### src/rtl/ipf_pkg.sv
package ipf_pkg;

  localparam int HdrDepth  = 60;
  localparam int CoptDepth = 40;
  localparam int QDepth    = 4;
  localparam int IdxW      = 6;
  localparam int QPtrW     = 2;
  localparam int QCntW     = 3;

  localparam logic [15:0]     MtuReset   = 16'd1500;
  localparam logic [IdxW-1:0] BaseHdrLen = 6'd20;

  // Register index, taken from bit 2 of the byte address.
  localparam logic RegMtu  = 1'b0;
  localparam logic RegCsum = 1'b1;

  // Final status codes.
  localparam logic [2:0] StFrag   = 3'd0;
  localparam logic [2:0] StFits   = 3'd1;
  localparam logic [2:0] StDf     = 3'd2;
  localparam logic [2:0] StSmall  = 3'd3;
  localparam logic [2:0] StBadOpt = 3'd4;
  localparam logic [2:0] StTrunc  = 3'd5;

  typedef enum logic [2:0] {
    PH_HEADER, PH_FRAG, PH_FITS, PH_DF, PH_SMALL, PH_BADOPT
  } phase_t;

  typedef enum logic [2:0] {
    OP_HBYTE, OP_FIRST, OP_LATER, OP_DATA, OP_STATUS
  } op_t;

  typedef enum logic [2:0] {
    PS_TYPE, PS_LEN, PS_BODY, PS_DONE, PS_BAD
  } parse_t;

  typedef enum logic [2:0] {
    FS_ACCEPT, FS_STEP, FS_FINISH, FS_LATER, FS_DATA, FS_END
  } fstate_t;

  typedef enum logic [2:0] {
    BS_IDLE, BS_SUM_RD, BS_SUM_ACC, BS_EMIT_RD, BS_EMIT_OUT
  } bstate_t;

  // One command from the front to the back.
  typedef struct packed {
    op_t             op;
    logic [7:0]      data;
    logic            flag;    // header store write, or end of fragment
    logic [IdxW-1:0] hidx;
    logic            owe;
    logic [IdxW-1:0] oidx;
    logic [15:0]     tot;
    logic [15:0]     off;
    logic [IdxW-1:0] hlen;
    logic [IdxW-1:0] dst;
    logic [2:0]      status;
  } cmd_t;

  typedef struct packed {
    logic full;
    logic empty;
  } qstat_t;

endpackage

### src/rtl/ipf_queue.sv
module ipf_queue (
  input  logic           clk,
  input  logic           rst_n,
  input  logic           push,
  input  ipf_pkg::cmd_t  push_cmd,
  input  logic           pop,
  output ipf_pkg::cmd_t  head,
  output ipf_pkg::qstat_t stat
);

  ipf_pkg::cmd_t                  mem_r [ipf_pkg::QDepth];
  logic [ipf_pkg::QPtrW-1:0]      wp_r;
  logic [ipf_pkg::QPtrW-1:0]      rp_r;
  logic [ipf_pkg::QCntW-1:0]      cnt_r;

  assign head       = mem_r[rp_r];
  assign stat.full  = (cnt_r == ipf_pkg::QCntW'(ipf_pkg::QDepth));
  assign stat.empty = (cnt_r == '0);

  always_ff @(posedge clk) begin
    if (push) begin
      mem_r[wp_r] <= push_cmd;
    end
  end

  always_ff @(posedge clk) begin
    if (!rst_n) begin
      wp_r  <= '0;
      rp_r  <= '0;
      cnt_r <= '0;
    end else begin
      if (push) begin
        wp_r <= wp_r + 1'b1;
      end
      if (pop) begin
        rp_r <= rp_r + 1'b1;
      end
      if (push && !pop) begin
        cnt_r <= cnt_r + 1'b1;
      end else if (pop && !push) begin
        cnt_r <= cnt_r - 1'b1;
      end
    end
  end

endmodule

### src/rtl/ipf_front.sv
module ipf_front (
  input  logic            clk,
  input  logic            rst_n,
  input  logic            in_tvalid,
  output logic            in_tready,
  input  logic [7:0]      in_byte,
  input  logic            in_end,
  input  logic [15:0]     mtu,
  output logic            q_push,
  output ipf_pkg::cmd_t   q_cmd,
  input  ipf_pkg::qstat_t q_stat
);

  ipf_pkg::fstate_t fst_r, fst_nxt;
  ipf_pkg::phase_t  phase_r;
  ipf_pkg::phase_t  dec_phase;
  ipf_pkg::parse_t  ps_r, ps_nxt;

  logic [7:0]  byte_r;
  logic        end_r;
  logic [15:0] p_r;
  logic [15:0] bcnt_r;
  logic [15:0] fdc_r;
  logic [3:0]  ihl_r;
  logic [15:0] tot_r;
  logic [15:0] off_r;
  logic [5:0]  dst_r, dst_nxt;
  logic [7:0]  bleft_r, bleft_nxt;
  logic        cpy_r, cpy_nxt;
  logic [15:0] lstep_r;
  logic [5:0]  fhl_r;

  logic [5:0]  hl;
  logic [15:0] hl16;
  logic        in_opt;
  logic        data_in;
  logic [5:0]  opt_cnt;
  logic        owe;
  logic [5:0]  oidx;
  logic        in_acc;
  logic        need_push;
  logic        adv;
  logic        after_end;
  logic [5:0]  pad;
  logic [5:0]  fhl_calc;
  logic [15:0] fdc_first;
  logic [15:0] flen;
  logic [15:0] lstep_calc;
  logic [15:0] rem;
  logic        last;
  logic [15:0] len;
  logic [15:0] seg;
  logic [12:0] off_lo;
  logic [2:0]  off_hi;
  logic [15:0] ltot;
  logic [2:0]  st;

  assign hl      = (ihl_r < 4'd5) ? ipf_pkg::BaseHdrLen : {ihl_r, 2'b00};
  assign hl16    = {10'd0, hl};
  assign in_opt  = (p_r >= 16'd20) && (p_r < hl16);
  assign data_in = (p_r < tot_r) && (p_r >= hl16);
  assign opt_cnt = hl - p_r[5:0];
  assign in_acc  = in_tvalid && in_tready;

  // Option parsing runs on the fly as the option bytes arrive.
  always_comb begin
    ps_nxt    = ps_r;
    dst_nxt   = dst_r;
    bleft_nxt = bleft_r;
    cpy_nxt   = cpy_r;
    owe       = 1'b0;
    oidx      = dst_r;
    if (in_opt) begin
      unique case (ps_r)
        ipf_pkg::PS_TYPE: begin
          if (byte_r == 8'd0) begin
            ps_nxt = ipf_pkg::PS_DONE;
          end else if (byte_r == 8'd1) begin
            owe     = 1'b1;
            dst_nxt = dst_r + 6'd1;
          end else if (opt_cnt < 6'd2) begin
            ps_nxt = ipf_pkg::PS_BAD;
          end else begin
            // The type byte is written ahead; it only counts once the length is good.
            owe     = byte_r[7];
            cpy_nxt = byte_r[7];
            ps_nxt  = ipf_pkg::PS_LEN;
          end
        end
        ipf_pkg::PS_LEN: begin
          if (byte_r < 8'd2 || byte_r > ({2'b00, opt_cnt} + 8'd1)) begin
            ps_nxt = ipf_pkg::PS_BAD;
          end else begin
            owe  = cpy_r;
            oidx = dst_r + 6'd1;
            if (cpy_r) begin
              dst_nxt = dst_r + 6'd2;
            end
            bleft_nxt = byte_r - 8'd2;
            ps_nxt    = (byte_r == 8'd2) ? ipf_pkg::PS_TYPE : ipf_pkg::PS_BODY;
          end
        end
        ipf_pkg::PS_BODY: begin
          owe = cpy_r;
          if (cpy_r) begin
            dst_nxt = dst_r + 6'd1;
          end
          bleft_nxt = bleft_r - 8'd1;
          if (bleft_r == 8'd1) begin
            ps_nxt = ipf_pkg::PS_TYPE;
          end
        end
        default: begin
        end
      endcase
    end
  end

  // Decision once the header is complete.
  assign pad        = (dst_r + 6'd3) & 6'b111100;
  assign fhl_calc   = ipf_pkg::BaseHdrLen + pad;
  assign fdc_first  = (mtu - hl16) & 16'hFFF8;
  assign flen       = hl16 + fdc_first;
  assign lstep_calc = (mtu - {10'd0, fhl_calc}) & 16'hFFF8;

  always_comb begin
    if (tot_r <= mtu) begin
      dec_phase = ipf_pkg::PH_FITS;
    end else if (off_r[14]) begin
      dec_phase = ipf_pkg::PH_DF;
    end else if (mtu < (hl16 + 16'd8)) begin
      dec_phase = ipf_pkg::PH_SMALL;
    end else if (ihl_r < 4'd5 || ps_r == ipf_pkg::PS_BAD) begin
      dec_phase = ipf_pkg::PH_BADOPT;
    end else begin
      dec_phase = ipf_pkg::PH_FRAG;
    end
  end

  // Later fragment header fields.
  assign rem    = tot_r - p_r;
  assign last   = (rem <= lstep_r);
  assign len    = last ? rem : lstep_r;
  assign seg    = p_r - hl16;
  assign off_lo = off_r[12:0] + seg[15:3];
  assign off_hi = off_r[15:13] | {2'b00, ~last};
  assign ltot   = {10'd0, fhl_r} + len;

  always_comb begin
    unique case (phase_r)
      ipf_pkg::PH_FRAG:   st = (bcnt_r < tot_r) ? ipf_pkg::StTrunc : ipf_pkg::StFrag;
      ipf_pkg::PH_FITS:   st = (bcnt_r < tot_r) ? ipf_pkg::StTrunc : ipf_pkg::StFits;
      ipf_pkg::PH_DF:     st = ipf_pkg::StDf;
      ipf_pkg::PH_SMALL:  st = ipf_pkg::StSmall;
      ipf_pkg::PH_BADOPT: st = ipf_pkg::StBadOpt;
      default:            st = ipf_pkg::StTrunc;
    endcase
  end

  always_comb begin
    unique case (fst_r) inside
      ipf_pkg::FS_STEP:   need_push = (phase_r == ipf_pkg::PH_HEADER);
      ipf_pkg::FS_FINISH: need_push = (dec_phase == ipf_pkg::PH_FRAG);
      ipf_pkg::FS_LATER,
      ipf_pkg::FS_DATA,
      ipf_pkg::FS_END:    need_push = 1'b1;
      default:            need_push = 1'b0;
    endcase
  end

  assign adv       = !need_push || !q_stat.full;
  assign after_end = end_r;

  // Next state.
  always_comb begin
    fst_nxt = fst_r;
    unique case (fst_r) inside
      ipf_pkg::FS_ACCEPT: begin
        if (in_tvalid) begin
          fst_nxt = ipf_pkg::FS_STEP;
        end
      end
      ipf_pkg::FS_STEP: begin
        if (adv) begin
          if (phase_r == ipf_pkg::PH_HEADER && bcnt_r == hl16) begin
            fst_nxt = ipf_pkg::FS_FINISH;
          end else if (phase_r == ipf_pkg::PH_FRAG && data_in) begin
            fst_nxt = (fdc_r == 16'd0) ? ipf_pkg::FS_LATER : ipf_pkg::FS_DATA;
          end else begin
            fst_nxt = after_end ? ipf_pkg::FS_END : ipf_pkg::FS_ACCEPT;
          end
        end
      end
      ipf_pkg::FS_FINISH,
      ipf_pkg::FS_DATA: begin
        if (adv) begin
          fst_nxt = after_end ? ipf_pkg::FS_END : ipf_pkg::FS_ACCEPT;
        end
      end
      ipf_pkg::FS_LATER: begin
        if (adv) begin
          fst_nxt = ipf_pkg::FS_DATA;
        end
      end
      ipf_pkg::FS_END: begin
        if (adv) begin
          fst_nxt = ipf_pkg::FS_ACCEPT;
        end
      end
      default: fst_nxt = ipf_pkg::FS_ACCEPT;
    endcase
  end

  // Outputs.
  always_comb begin
    in_tready = (fst_r == ipf_pkg::FS_ACCEPT);
    q_push    = need_push && !q_stat.full;
    q_cmd     = '0;
    unique case (fst_r)
      ipf_pkg::FS_STEP: begin
        q_cmd.op   = ipf_pkg::OP_HBYTE;
        q_cmd.data = byte_r;
        q_cmd.flag = (p_r < 16'd60);
        q_cmd.hidx = p_r[5:0];
        q_cmd.owe  = owe;
        q_cmd.oidx = oidx;
      end
      ipf_pkg::FS_FINISH: begin
        q_cmd.op   = ipf_pkg::OP_FIRST;
        q_cmd.tot  = flen;
        q_cmd.off  = off_r | 16'h2000;
        q_cmd.hlen = hl;
        q_cmd.dst  = dst_r;
      end
      ipf_pkg::FS_LATER: begin
        q_cmd.op   = ipf_pkg::OP_LATER;
        q_cmd.tot  = ltot;
        q_cmd.off  = {off_hi, off_lo};
        q_cmd.hlen = fhl_r;
        q_cmd.dst  = dst_r;
      end
      ipf_pkg::FS_DATA: begin
        q_cmd.op   = ipf_pkg::OP_DATA;
        q_cmd.data = byte_r;
        q_cmd.flag = (fdc_r == 16'd1);
      end
      ipf_pkg::FS_END: begin
        q_cmd.op     = ipf_pkg::OP_STATUS;
        q_cmd.status = st;
      end
      default: begin
      end
    endcase
  end

  always_ff @(posedge clk) begin
    if (in_acc) begin
      byte_r <= in_byte;
      end_r  <= in_end;
      p_r    <= bcnt_r;
    end
    if (fst_r == ipf_pkg::FS_STEP && phase_r == ipf_pkg::PH_HEADER && adv) begin
      bleft_r <= bleft_nxt;
      cpy_r   <= cpy_nxt;
      if (p_r == 16'd0) begin
        ihl_r <= byte_r[3:0];
        ps_r  <= ipf_pkg::PS_TYPE;
        dst_r <= '0;
      end else begin
        ps_r  <= ps_nxt;
        dst_r <= dst_nxt;
      end
      if (p_r == 16'd2) tot_r[15:8] <= byte_r;
      if (p_r == 16'd3) tot_r[7:0]  <= byte_r;
      if (p_r == 16'd6) off_r[15:8] <= byte_r;
      if (p_r == 16'd7) off_r[7:0]  <= byte_r;
    end
    if (fst_r == ipf_pkg::FS_FINISH && dec_phase == ipf_pkg::PH_FRAG) begin
      lstep_r <= lstep_calc;
      fhl_r   <= fhl_calc;
    end
  end

  always_ff @(posedge clk) begin
    if (!rst_n) begin
      fst_r   <= ipf_pkg::FS_ACCEPT;
      phase_r <= ipf_pkg::PH_HEADER;
      bcnt_r  <= '0;
      fdc_r   <= '0;
    end else begin
      fst_r <= fst_nxt;
      if (in_acc && bcnt_r != 16'hFFFF) begin
        bcnt_r <= bcnt_r + 16'd1;
      end
      unique case (fst_r)
        ipf_pkg::FS_FINISH: begin
          if (adv) begin
            phase_r <= dec_phase;
            if (dec_phase == ipf_pkg::PH_FRAG) begin
              fdc_r <= fdc_first;
            end
          end
        end
        ipf_pkg::FS_LATER: begin
          if (adv) fdc_r <= len;
        end
        ipf_pkg::FS_DATA: begin
          if (adv) fdc_r <= fdc_r - 16'd1;
        end
        ipf_pkg::FS_END: begin
          if (adv) begin
            phase_r <= ipf_pkg::PH_HEADER;
            bcnt_r  <= '0;
            fdc_r   <= '0;
          end
        end
        default: begin
        end
      endcase
    end
  end

endmodule

### src/rtl/ipf_back.sv
module ipf_back (
  input  logic            clk,
  input  logic            rst_n,
  input  logic            csum_en,
  output logic            q_pop,
  input  ipf_pkg::cmd_t   q_head,
  input  ipf_pkg::qstat_t q_stat,
  output logic            out_valid,
  input  logic            out_ready,
  output logic            out_kind,
  output logic [7:0]      out_byte,
  output logic            frag_end,
  output logic [2:0]      status,
  output logic            packet_done
);

  ipf_pkg::bstate_t bst_r, bst_nxt;
  ipf_pkg::cmd_t    cmd_r;

  logic [7:0]  hs_mem [ipf_pkg::HdrDepth];
  logic [7:0]  co_mem [ipf_pkg::CoptDepth];
  logic [7:0]  hs_rd_r;
  logic [7:0]  co_rd_r;
  logic [5:0]  j_r;
  logic [15:0] acc_r;
  logic        cen_r;

  logic        out_valid_r;
  logic        out_kind_r;
  logic [7:0]  out_byte_r;
  logic        frag_end_r;
  logic [2:0]  status_r;
  logic        done_r;

  logic        out_free;
  logic        load;
  logic        ld_kind;
  logic [7:0]  ld_byte;
  logic        ld_fend;
  logic [2:0]  ld_status;
  logic        ld_done;

  logic        later;
  logic        hdr_last;
  logic [5:0]  co_addr;
  logic [5:0]  co_off;
  logic [7:0]  src;
  logic [15:0] csw;
  logic [7:0]  hb;
  logic [15:0] word;
  logic [16:0] s17;
  logic [15:0] acc_add;
  logic        head_hdr;

  assign out_free = !out_valid_r || out_ready;
  assign later    = (cmd_r.op == ipf_pkg::OP_LATER);
  assign hdr_last = (j_r == cmd_r.hlen - 6'd1);
  assign co_off   = j_r - 6'd20;
  assign co_addr  = (j_r >= 6'd20) ? co_off : 6'd0;
  assign head_hdr = (q_head.op == ipf_pkg::OP_FIRST) || (q_head.op == ipf_pkg::OP_LATER);

  // Checksum bytes count as zero in the summing pass.
  assign csw = (bst_r == ipf_pkg::BS_EMIT_OUT && cen_r) ? ~acc_r : 16'd0;

  always_comb begin
    if (later && j_r >= 6'd20) begin
      src = (co_off < cmd_r.dst) ? co_rd_r : 8'd0;
    end else begin
      src = hs_rd_r;
    end
    case (j_r)
      6'd0:    hb = later ? {src[7:4], cmd_r.hlen[5:2]} : src;
      6'd2:    hb = cmd_r.tot[15:8];
      6'd3:    hb = cmd_r.tot[7:0];
      6'd6:    hb = cmd_r.off[15:8];
      6'd7:    hb = cmd_r.off[7:0];
      6'd10:   hb = csw[15:8];
      6'd11:   hb = csw[7:0];
      default: hb = src;
    endcase
  end

  // One's complement sum with the carry folded back at each byte.
  assign word    = j_r[0] ? {8'd0, hb} : {hb, 8'd0};
  assign s17     = {1'b0, acc_r} + {1'b0, word};
  assign acc_add = s17[15:0] + {15'd0, s17[16]};

  // Next state.
  always_comb begin
    bst_nxt = bst_r;
    unique case (bst_r)
      ipf_pkg::BS_IDLE: begin
        if (!q_stat.empty && head_hdr) begin
          bst_nxt = csum_en ? ipf_pkg::BS_SUM_RD : ipf_pkg::BS_EMIT_RD;
        end
      end
      ipf_pkg::BS_SUM_RD:  bst_nxt = ipf_pkg::BS_SUM_ACC;
      ipf_pkg::BS_SUM_ACC: bst_nxt = hdr_last ? ipf_pkg::BS_EMIT_RD : ipf_pkg::BS_SUM_RD;
      ipf_pkg::BS_EMIT_RD: bst_nxt = ipf_pkg::BS_EMIT_OUT;
      ipf_pkg::BS_EMIT_OUT: begin
        if (out_free) begin
          bst_nxt = hdr_last ? ipf_pkg::BS_IDLE : ipf_pkg::BS_EMIT_RD;
        end
      end
      default: bst_nxt = ipf_pkg::BS_IDLE;
    endcase
  end

  // Outputs.
  always_comb begin
    q_pop     = 1'b0;
    load      = 1'b0;
    ld_kind   = 1'b0;
    ld_byte   = 8'd0;
    ld_fend   = 1'b0;
    ld_status = 3'd0;
    ld_done   = 1'b0;
    unique case (bst_r)
      ipf_pkg::BS_IDLE: begin
        if (!q_stat.empty) begin
          unique case (q_head.op)
            ipf_pkg::OP_DATA: begin
              q_pop   = out_free;
              load    = out_free;
              ld_byte = q_head.data;
              ld_fend = q_head.flag;
            end
            ipf_pkg::OP_STATUS: begin
              q_pop     = out_free;
              load      = out_free;
              ld_kind   = 1'b1;
              ld_status = q_head.status;
              ld_done   = 1'b1;
            end
            default: q_pop = 1'b1;
          endcase
        end
      end
      ipf_pkg::BS_EMIT_OUT: begin
        load    = out_free;
        ld_byte = hb;
      end
      default: begin
      end
    endcase
  end

  always_ff @(posedge clk) begin
    if (q_pop && q_head.op == ipf_pkg::OP_HBYTE) begin
      if (q_head.flag) begin
        hs_mem[q_head.hidx] <= q_head.data;
      end
      if (q_head.owe && q_head.oidx < 6'(ipf_pkg::CoptDepth)) begin
        co_mem[q_head.oidx] <= q_head.data;
      end
    end
    hs_rd_r <= hs_mem[j_r];
    co_rd_r <= co_mem[co_addr];
  end

  always_ff @(posedge clk) begin
    if (bst_r == ipf_pkg::BS_IDLE) begin
      cmd_r <= q_head;
      cen_r <= csum_en;
    end
    if (load) begin
      out_kind_r <= ld_kind;
      out_byte_r <= ld_byte;
      frag_end_r <= ld_fend;
      status_r   <= ld_status;
      done_r     <= ld_done;
    end
  end

  always_ff @(posedge clk) begin
    if (!rst_n) begin
      bst_r       <= ipf_pkg::BS_IDLE;
      out_valid_r <= 1'b0;
      j_r         <= '0;
      acc_r       <= '0;
    end else begin
      bst_r <= bst_nxt;
      if (load) begin
        out_valid_r <= 1'b1;
      end else if (out_ready) begin
        out_valid_r <= 1'b0;
      end
      unique case (bst_r)
        ipf_pkg::BS_IDLE: begin
          j_r   <= '0;
          acc_r <= '0;
        end
        ipf_pkg::BS_SUM_ACC: begin
          acc_r <= acc_add;
          j_r   <= hdr_last ? 6'd0 : j_r + 6'd1;
        end
        ipf_pkg::BS_EMIT_OUT: begin
          if (out_free && !hdr_last) begin
            j_r <= j_r + 6'd1;
          end
        end
        default: begin
        end
      endcase
    end
  end

  assign out_valid   = out_valid_r;
  assign out_kind    = out_kind_r;
  assign out_byte    = out_byte_r;
  assign frag_end    = frag_end_r;
  assign status      = status_r;
  assign packet_done = done_r;

endmodule

### src/rtl/ipv4_packet_fragmenter.sv
// Channel  Direction  tdata                                  tlast      tuser
// in_      slave      [7:0] in_byte                          in_end     -
// out_     master     [7:0] out_byte, [10:8] status,         frag_end   out_kind
//                     [11] packet_done, [15:12] zero
// cfg_     APB        0x0 mtu [15:0], 0x4 checksum_enable [0]
//
// Each input word is accepted and then classified, and a data word is then forwarded; the
// header's last word, a word that opens a later fragment and the word that ends the packet
// each pass one more state (finish, later header, status), and a full queue stalls them.
// The emitter takes a fragment header of L bytes as a pop, then with the checksum on a read
// and an add per byte, then a read and a send per byte; with it off, the summing is skipped.
// Reset is synchronous and active low; the header and option stores need no clearing.
// The four-entry command queue lets input keep flowing while the output is stalled.
module ipv4_packet_fragmenter (
  input  logic        clk,
  input  logic        rst_n,
  input  logic        in_tvalid,
  output logic        in_tready,
  input  logic [7:0]  in_tdata,   // [7:0] in_byte
  input  logic        in_tlast,
  output logic        out_tvalid,
  input  logic        out_tready,
  output logic [15:0] out_tdata,  // [7:0] out_byte, [10:8] status, [11] packet_done
  output logic        out_tlast,
  output logic        out_tuser,  // [0] out_kind
  input  logic        cfg_psel,
  input  logic        cfg_penable,
  input  logic        cfg_pwrite,
  input  logic [2:0]  cfg_paddr,
  input  logic [31:0] cfg_pwdata,
  output logic [31:0] cfg_prdata,
  output logic        cfg_pready
);

  logic [15:0]     mtu_r;
  logic            cen_r;
  logic            cfg_wr;
  logic            q_push;
  logic            q_pop;
  ipf_pkg::cmd_t   q_cmd;
  ipf_pkg::cmd_t   q_head;
  ipf_pkg::qstat_t q_stat;
  logic [7:0]      o_byte;
  logic [2:0]      o_status;
  logic            o_done;

  assign cfg_pready = 1'b1;
  assign cfg_wr     = cfg_psel && cfg_penable && cfg_pwrite && cfg_pready;
  assign cfg_prdata = (cfg_paddr[2] == ipf_pkg::RegCsum) ? {31'd0, cen_r} : {16'd0, mtu_r};

  always_ff @(posedge clk) begin
    if (!rst_n) begin
      mtu_r <= ipf_pkg::MtuReset;
      cen_r <= 1'b1;
    end else if (cfg_wr) begin
      if (cfg_paddr[2] == ipf_pkg::RegMtu) begin
        mtu_r <= cfg_pwdata[15:0];
      end else begin
        cen_r <= cfg_pwdata[0];
      end
    end
  end

  ipf_front u_front (
    .clk       (clk),
    .rst_n     (rst_n),
    .in_tvalid (in_tvalid),
    .in_tready (in_tready),
    .in_byte   (in_tdata),
    .in_end    (in_tlast),
    .mtu       (mtu_r),
    .q_push    (q_push),
    .q_cmd     (q_cmd),
    .q_stat    (q_stat)
  );

  ipf_queue u_queue (
    .clk      (clk),
    .rst_n    (rst_n),
    .push     (q_push),
    .push_cmd (q_cmd),
    .pop      (q_pop),
    .head     (q_head),
    .stat     (q_stat)
  );

  ipf_back u_back (
    .clk         (clk),
    .rst_n       (rst_n),
    .csum_en     (cen_r),
    .q_pop       (q_pop),
    .q_head      (q_head),
    .q_stat      (q_stat),
    .out_valid   (out_tvalid),
    .out_ready   (out_tready),
    .out_kind    (out_tuser),
    .out_byte    (o_byte),
    .frag_end    (out_tlast),
    .status      (o_status),
    .packet_done (o_done)
  );

  assign out_tdata = {4'd0, o_done, o_status, o_byte};

`ifndef NO_ASSERTIONS
  a_pop_not_empty: assert property (@(posedge clk) disable iff (!rst_n)
    q_pop |-> !q_stat.empty)
    else $error("command popped from an empty queue");

  a_push_not_full: assert property (@(posedge clk) disable iff (!rst_n)
    q_push |-> !q_stat.full)
    else $error("command pushed into a full queue");

  a_mtu_write: assert property (@(posedge clk) disable iff (!rst_n)
    (cfg_wr && cfg_paddr[2] == ipf_pkg::RegMtu) |=> (mtu_r == $past(cfg_pwdata[15:0])))
    else $error("mtu register not updated by write");

  a_status_word: assert property (@(posedge clk) disable iff (!rst_n)
    (out_tvalid && out_tuser) |-> (o_done && o_byte == 8'd0 && !out_tlast))
    else $error("status word malformed");

  a_byte_word: assert property (@(posedge clk) disable iff (!rst_n)
    (out_tvalid && !out_tuser) |-> (!o_done && o_status == 3'd0))
    else $error("fragment byte carries status");
`endif

endmodule
### config.mk
export PLATFORM = sky130hd
export DESIGN_NAME = ipv4_packet_fragmenter
export DESIGN_NICKNAME = d
export VERILOG_FILES = /design/src/rtl/ipf_pkg.sv /design/src/rtl/ipf_queue.sv /design/src/rtl/ipf_front.sv /design/src/rtl/ipf_back.sv /design/src/rtl/ipv4_packet_fragmenter.sv
export SDC_FILE = /design/constraint.sdc
export NUM_CORES = 2
export LEC_CHECK = 0
export BUFFER_PORTS_ARGS = -buffer_cell sky130_fd_sc_hd__buf_2
export CORE_ASPECT_RATIO = 0.8
export CORE_MARGIN = 5
export CORE_UTILIZATION = 55
export DETAILED_ROUTE_END_ITERATION = 12
export PLACE_DENSITY = 0.71
export SYNTH_ARGS = -nofsm -noshare
export SYNTH_HDL_FRONTEND = slang
export SYNTH_SLANG_ARGS = --single-unit
### constraint.sdc
create_clock -name clk -period 6.3 [get_ports clk]
set_input_delay 1.26 -clock clk [delete_from_list [all_inputs] [get_ports clk]]
set_output_delay 1.26 -clock clk [all_outputs]
set_load 0.005 [all_outputs]
# Word-level counts from Yosys, hierarchy flattened
# Memories as Yosys holds them, arrays and structs flattened. A register that Yosys moved wholly into a read port is not among the register bits.
# Cells that the tools add are included.
# word_totals
register_bits	247
latchBits	0
ramBits	1088
rom_bits	0
inputBits	51
out_inout_bits	53
elab_cells	330
memories	3
# classes
n_addsub	27
mul	0
div_mod_pow	0
order_cmp	16
n_eq_ne	60
shift	0
muxes	104
bitwise_logic	10
n_reduce_logical	73
# memory_table
name	words	width	rd	rd_ports_with_merged_regs	wr	line_no	rtl
u_back.hs_mem	60	8	1	1	1	ipf_back.sv:20	logic [7:0] hs_mem [ipf_pkg::HdrDepth];
u_back.co_mem	40	8	1	1	1	ipf_back.sv:21	logic [7:0] co_mem [ipf_pkg::CoptDepth];
u_queue.mem_r	4	72	1	1	1	ipf_queue.sv:11	ipf_pkg::cmd_t mem_r [ipf_pkg::QDepth];
# ops
operator	count
$mux W16	12
$pmux W44 S2	1
$mux W3	27
$mux W6	13
$pmux W16 S4	1
$pmux W8 S7	1
$lt A16 B16 Y1	3
$sub A16 B6 Y16	3
$pmux W3 S5	3
$mux W8	5
$pmux W6 S3	2
$add A6 B16 Y16	2
$eq A16 B2 Y1 const B	2
$eq A16 B3 Y1 const B	2
$le A16 B16 Y1	2
$logic_not A16 Y1	2
$pmux W16 S2	1
$pmux W8 S2	2
$eq A3 B2 Y1 const B	10
$eq A3 B3 Y1 const B	8
$mux W1	21
$logic_and A1 B1 Y1	20
$eq A3 B1 Y1 const B	6
$logic_not A3 Y1	6
other kinds (71)	135

# Logic depth before layout (Yosys ltp)
# depth
ltp_word	14
mapped_depth	31
depth_no_buf	29

# By module
# A second synthesis with hierarchy kept.
# unflattened
hier_cells	4137
hier_area_um2	60616.9
# modules_own_cells
mod	n_inst	cells_per_inst	area_each_um2	seq_area_each_um2
ipf_back	1	2222	36900.4	26695.6
ipf_front	1	1380	11772.5	3643.5
ipf_queue	1	419	10913.0	8828.5
ipv4_packet_fragmenter	1	116	1031.0	340.3

# Worst setup path after synthesis
# No wires, ideal clock.
# synth_path
path_kind	reg-to-reg
start	reg u_back.j_r[3]
end	reg u_back.acc_r[15]
setup_ns	0.070
arrival_time_ns	5.736
t_required_ns	6.230
slack_ns	0.494
stages_incl_launch_ff	30
path_buffers	2
synth_period_minus_slack_ns	5.806
cell_sequence	dfxtp_1 -> clkbuf_1 -> inv_1 -> buf_1 -> ha_1 -> inv_1 -> ha_1 -> a21o_1 -> a21o_1 -> a211oi_2 -> a221oi_1 -> a21oi_1 -> and2_1 -> ha_1 -> inv_1 -> fa_1 -> nand2b_1 -> a21oi_1 -> o211ai_1 -> a21oi_1 -> o21a_1 -> o21ai_0 -> nand2b_1 -> ha_1 -> nand3_1 -> or4b_1 -> nor3_1 -> xnor2_1 -> nand3_1 -> a21oi_1
# synth_via
elab_chain_cells	10
word_cells_on_any_way	19
cone_classes	3 x add/sub; 2 x order compare; 6 x eq/ne; 6 x mux; 2 x reduce/logical
# synth_rtl
item	line_no	rtl
start: declaration	ipf_back.sv:24	logic [5:0] j_r;
start signal: assignment	ipf_back.sv:195	j_r <= hdr_last ? 6'd0 : j_r + 6'd1;
start signal: assignment	ipf_back.sv:199	j_r <= j_r + 6'd1;
$sub A6 B5 Y6	ipf_back.sv:58	assign co_off = j_r - 6'd20;
$lt A6 B6 Y1	ipf_back.sv:67	src = (co_off < cmd_r.dst) ? co_rd_r : 8'd0;
$mux W8	ipf_back.sv:67	
$mux W8	ipf_back.sv:66	if (later && j_r >= 6'd20) begin
$mux W4	ipf_back.sv:72	6'd0: hb = later ? {src[7:4], cmd_r.hlen[5:2]} : src;
$pmux W8 S7 *	ipf_back.sv:71	case (j_r)
$mux W16 *	ipf_back.sv:84	assign word = j_r[0] ? {8'd0, hb} : {hb, 8'd0};
$add A16 B16 Y17 *	ipf_back.sv:85	assign s17 = {1'b0, acc_r} + {1'b0, word};
$add A16 B1 Y16 *	ipf_back.sv:86	assign acc_add = s17[15:0] + {15'd0, s17[16]};
$pmux W16 S2 *	ipf_back.sv:188	unique case (bst_r)
end signal: assignment	ipf_back.sv:180	acc_r <= '0;
end signal: assignment	ipf_back.sv:191	acc_r <= '0;
end signal: assignment	ipf_back.sv:194	acc_r <= acc_add;
end: declaration	ipf_back.sv:25	logic [15:0] acc_r;
# Every way passes the cells marked *; elsewhere a longest branch is shown, timed or not.
# A chain may end at the register's enable or synchronous reset.

==> out/results.ini <==
[logic_synthesis]
ys.warnings.count=0
ys_seq_area_frac=0.658
synthArstFlopShare=0
synth_edf_count=1235
postSynthAreaPerCell_um2=15.3
yosys.area.top_type=edfxtp_1
synthTopCellsByArea=edfxtp_1 62%, mux4_2 11%, dfxtp_1 3.6%
ys_ff_latch=1341
ys.flop_type=edfxtp_1
netlist.area_leader.share=0.623
synth_cell_types=88
syn_area_mm2=0.0595
postSynthCellCount=3889

[placed_design]
io_buffer_count=64
dp.cells=5276
place_congestion=0.916
dp_hpwl_um=92500

[floorplanning]
num_io_pins=104
core_mm2=0.108
rows=108
die_w_um=378
start_util=0.552
die_h_um=304
die-area_mm2=0.115

[clock_network]
clkTransAtPathRegs_ns=0.06
cts_buffers=131
htree_levels=4
cts_tree=done
clk_latency_ns=0.77
cts_max_path_buffers=3
cts-root-buf=clkbuf_16
clkSinkCount=1341
ctsHoldBuffers=0

[timing]
finalSetupViolCount=0
slew-limit-headroom=0.212
min_period_over_period=0.944
finalSetupTns_ns=0
rsz0062_at_grt=no
skew_ns=0.0408
maxSlewViolCount=0
worst_pin_slew_ns=1.17
fmax_mhz=168
fin_crit_ns=5.95
finalHoldViolations=0

[global_route]
overflow=0
antenna_found_initial=2
grt_pass1_vias=32900
grt_max_degree=125
grt_pass1_wl_um=212000
grt_usage=0.245

[critical_path]
crit_path_frequent_cell=a21oi_1
required_ns=6.81
cp-end-kind=register
cp_max_fo=6
critPathBufInv=2
cp_top_family=compound AO/OA/AOI/OAI gates
crit_slowest_cell=fa_1
cp_slowest_stage_delay_ns=0.43
worstPathArrival_ns=6.46
start_kind=register
crit_type=register to register

[drt]
post_drt_wl_per_cell_um=25.4
drt_iter0_drc=4058
vias=34454
routed_wl_um=140000
drc=0
dr.pass1.iters=6
antenna_left=0
avgViaCountPerCell=6.25

[power]
p_leak_nw=21.9
power_w=0.0238
p_int_w=0.0171
combPwrFrac=0.187
p_sw_frac=0.281
vdd_drop_max_mv=0.275
clockPowerShare=0.331
pwr-share-seq=0.482
switchingPower_w=0.00671
powerDensity_mw_per_mm2=362

[cells_and_area]
n_antenna_cell=0
finalNonFillerCells=5516
nets=4199
area_growth_pct=10.7
seq_area_mm2=0.0392
fillers=7718
drive_gt1_frac=0.165
multi_input_area_mm2=0.0192
fin_util=0.611

[status]
status=finished, final reports clean

[hold_path]
hold_class=register to register

[flow_run]
maxCapViolations=0

-- metal layers --
| metal | wire length, um | global-route usage | vias up |
|---|---|---|---|
| li1 | - | - | 15252 |
| met4 | 2890 | 0.0640 | 0 |
| met2 | 62700 | 0.357 | 1550 |
| met1 | 62400 | 0.386 | 17467 |
| met5 | 0 | 0 | - |
| met3 | 12100 | 0.0428 | 185 |
-- synthesized netlist by cell type, drive strengths merged (38+ instances only) --
cell type  instances
nand2            179
o211ai            49
inv              126
or3               94
clkbuf           129
mux4             282
nor3              45
dfxtp            106
nor2             383
a211oi            42
nand3             61
ha               159
a21oi            130
xnor2            110
o21ai            140
buf               70
mux2i             45
xor2              65
and2              38
edfxtp          1235
-- registers in the layout, indices dropped and copies added, names as in the netlist, 45 cells and up, named ones only --
register	cells
u_back.co_mem	320
u_queue.mem_r	280
u_back.hs_mem	480
u_back.cmd_r	45
-- power by group through the flow --
stage	Sequential [W]	Clock, W	Combinational, W
2_1_floorplan	0.0116	0	0.00294
3_3_place_gp	0.0117	0	0.00433
3_5_place_dp	0.0117	0	0.00443
4_1_cts	0.0115	0.00801	0.00445
5_1_grt	0.0115	0.00844	0.00483
6_report	0.0115	0.00790	0.00445
-- layout make-up --
cell class | instances | area share
Sequential cell | 1341 | 0.595
Clock inverter | 81 | 0.0132
Inverter | 127 | 0.00723
Timing Repair Buffer | 137 | 0.0146
Tap cell | 1430 | 0.0271
Multi-Input combinational cell | 2241 | 0.291
Clock buffer | 159 | 0.0524
-- kinds of logic after synthesis --
logic type / synth area share
adder cells (fa/ha/maj): 0.0368
other: 0.000126
buffers and inverters: 0.0227
flip-flops: 0.658
multiplexers: 0.115
AND/OR/NAND/NOR: 0.0788
AO/OA/AOI/OAI: 0.0625
XOR/XNOR: 0.0257
-- metrics by stage --
step                      setup WS, ns  hold WS [ns]  instance area [um^2]
after floorplan                  0.494         0.436                 59600
after global placement           0.436         0.447                 61600
after detailed placement         0.288         0.451                 61600
after CTS                        0.259         0.459                 65900
after global routing            0.0163         0.476                 65900
final                            0.354         0.458                 65900
-- tightest hold or removal path, stage by stage, from the launching register on --
cell and delay, ns:
dfxtp_1 0.31, nand2_1 0.05, a21oi_1 0.05
-- worst paths after layout --
path	start	to	slack, ns	cells past startpoint
hold / removal	mtu_r[1]	mtu_r[1]	0.46	2
setup reg to reg	u_front.tot_r[0]	u_queue.mem_r[1][44]	0.35	25
hold reg to reg	mtu_r[1]	mtu_r[1]	0.46	2
setup / recovery	u_front.tot_r[0]	u_queue.mem_r[1][44]	0.35	25
-- cells in the final DEF, fill, tap and decap left out, types with 92 or more instances in the layout --
| cell | synthesis | layout |
|---|---|---|
| a21oi_1 | 130 | 127 |
| nand2_1 | 178 | 177 |
| clkbuf_16 | 0 | 133 |
| dfxtp_1 | 106 | 99 |
| xnor2_1 | 110 | 110 |
| mux4_2 | 282 | 274 |
| nor2_1 | 382 | 379 |
| inv_1 | 125 | 123 |
| o21ai_0 | 136 | 136 |
| or3_1 | 92 | 92 |
| ha_1 | 159 | 159 |
| edfxtp_1 | 1235 | 1235 |
-- timing repair --
item,4_1_cts,5_1_grt
gates resized for setup,0,7
buffers inserted,0,0
setup endpoints to repair,0,37
No activity file was read; power rests on OpenSTA's default activity.
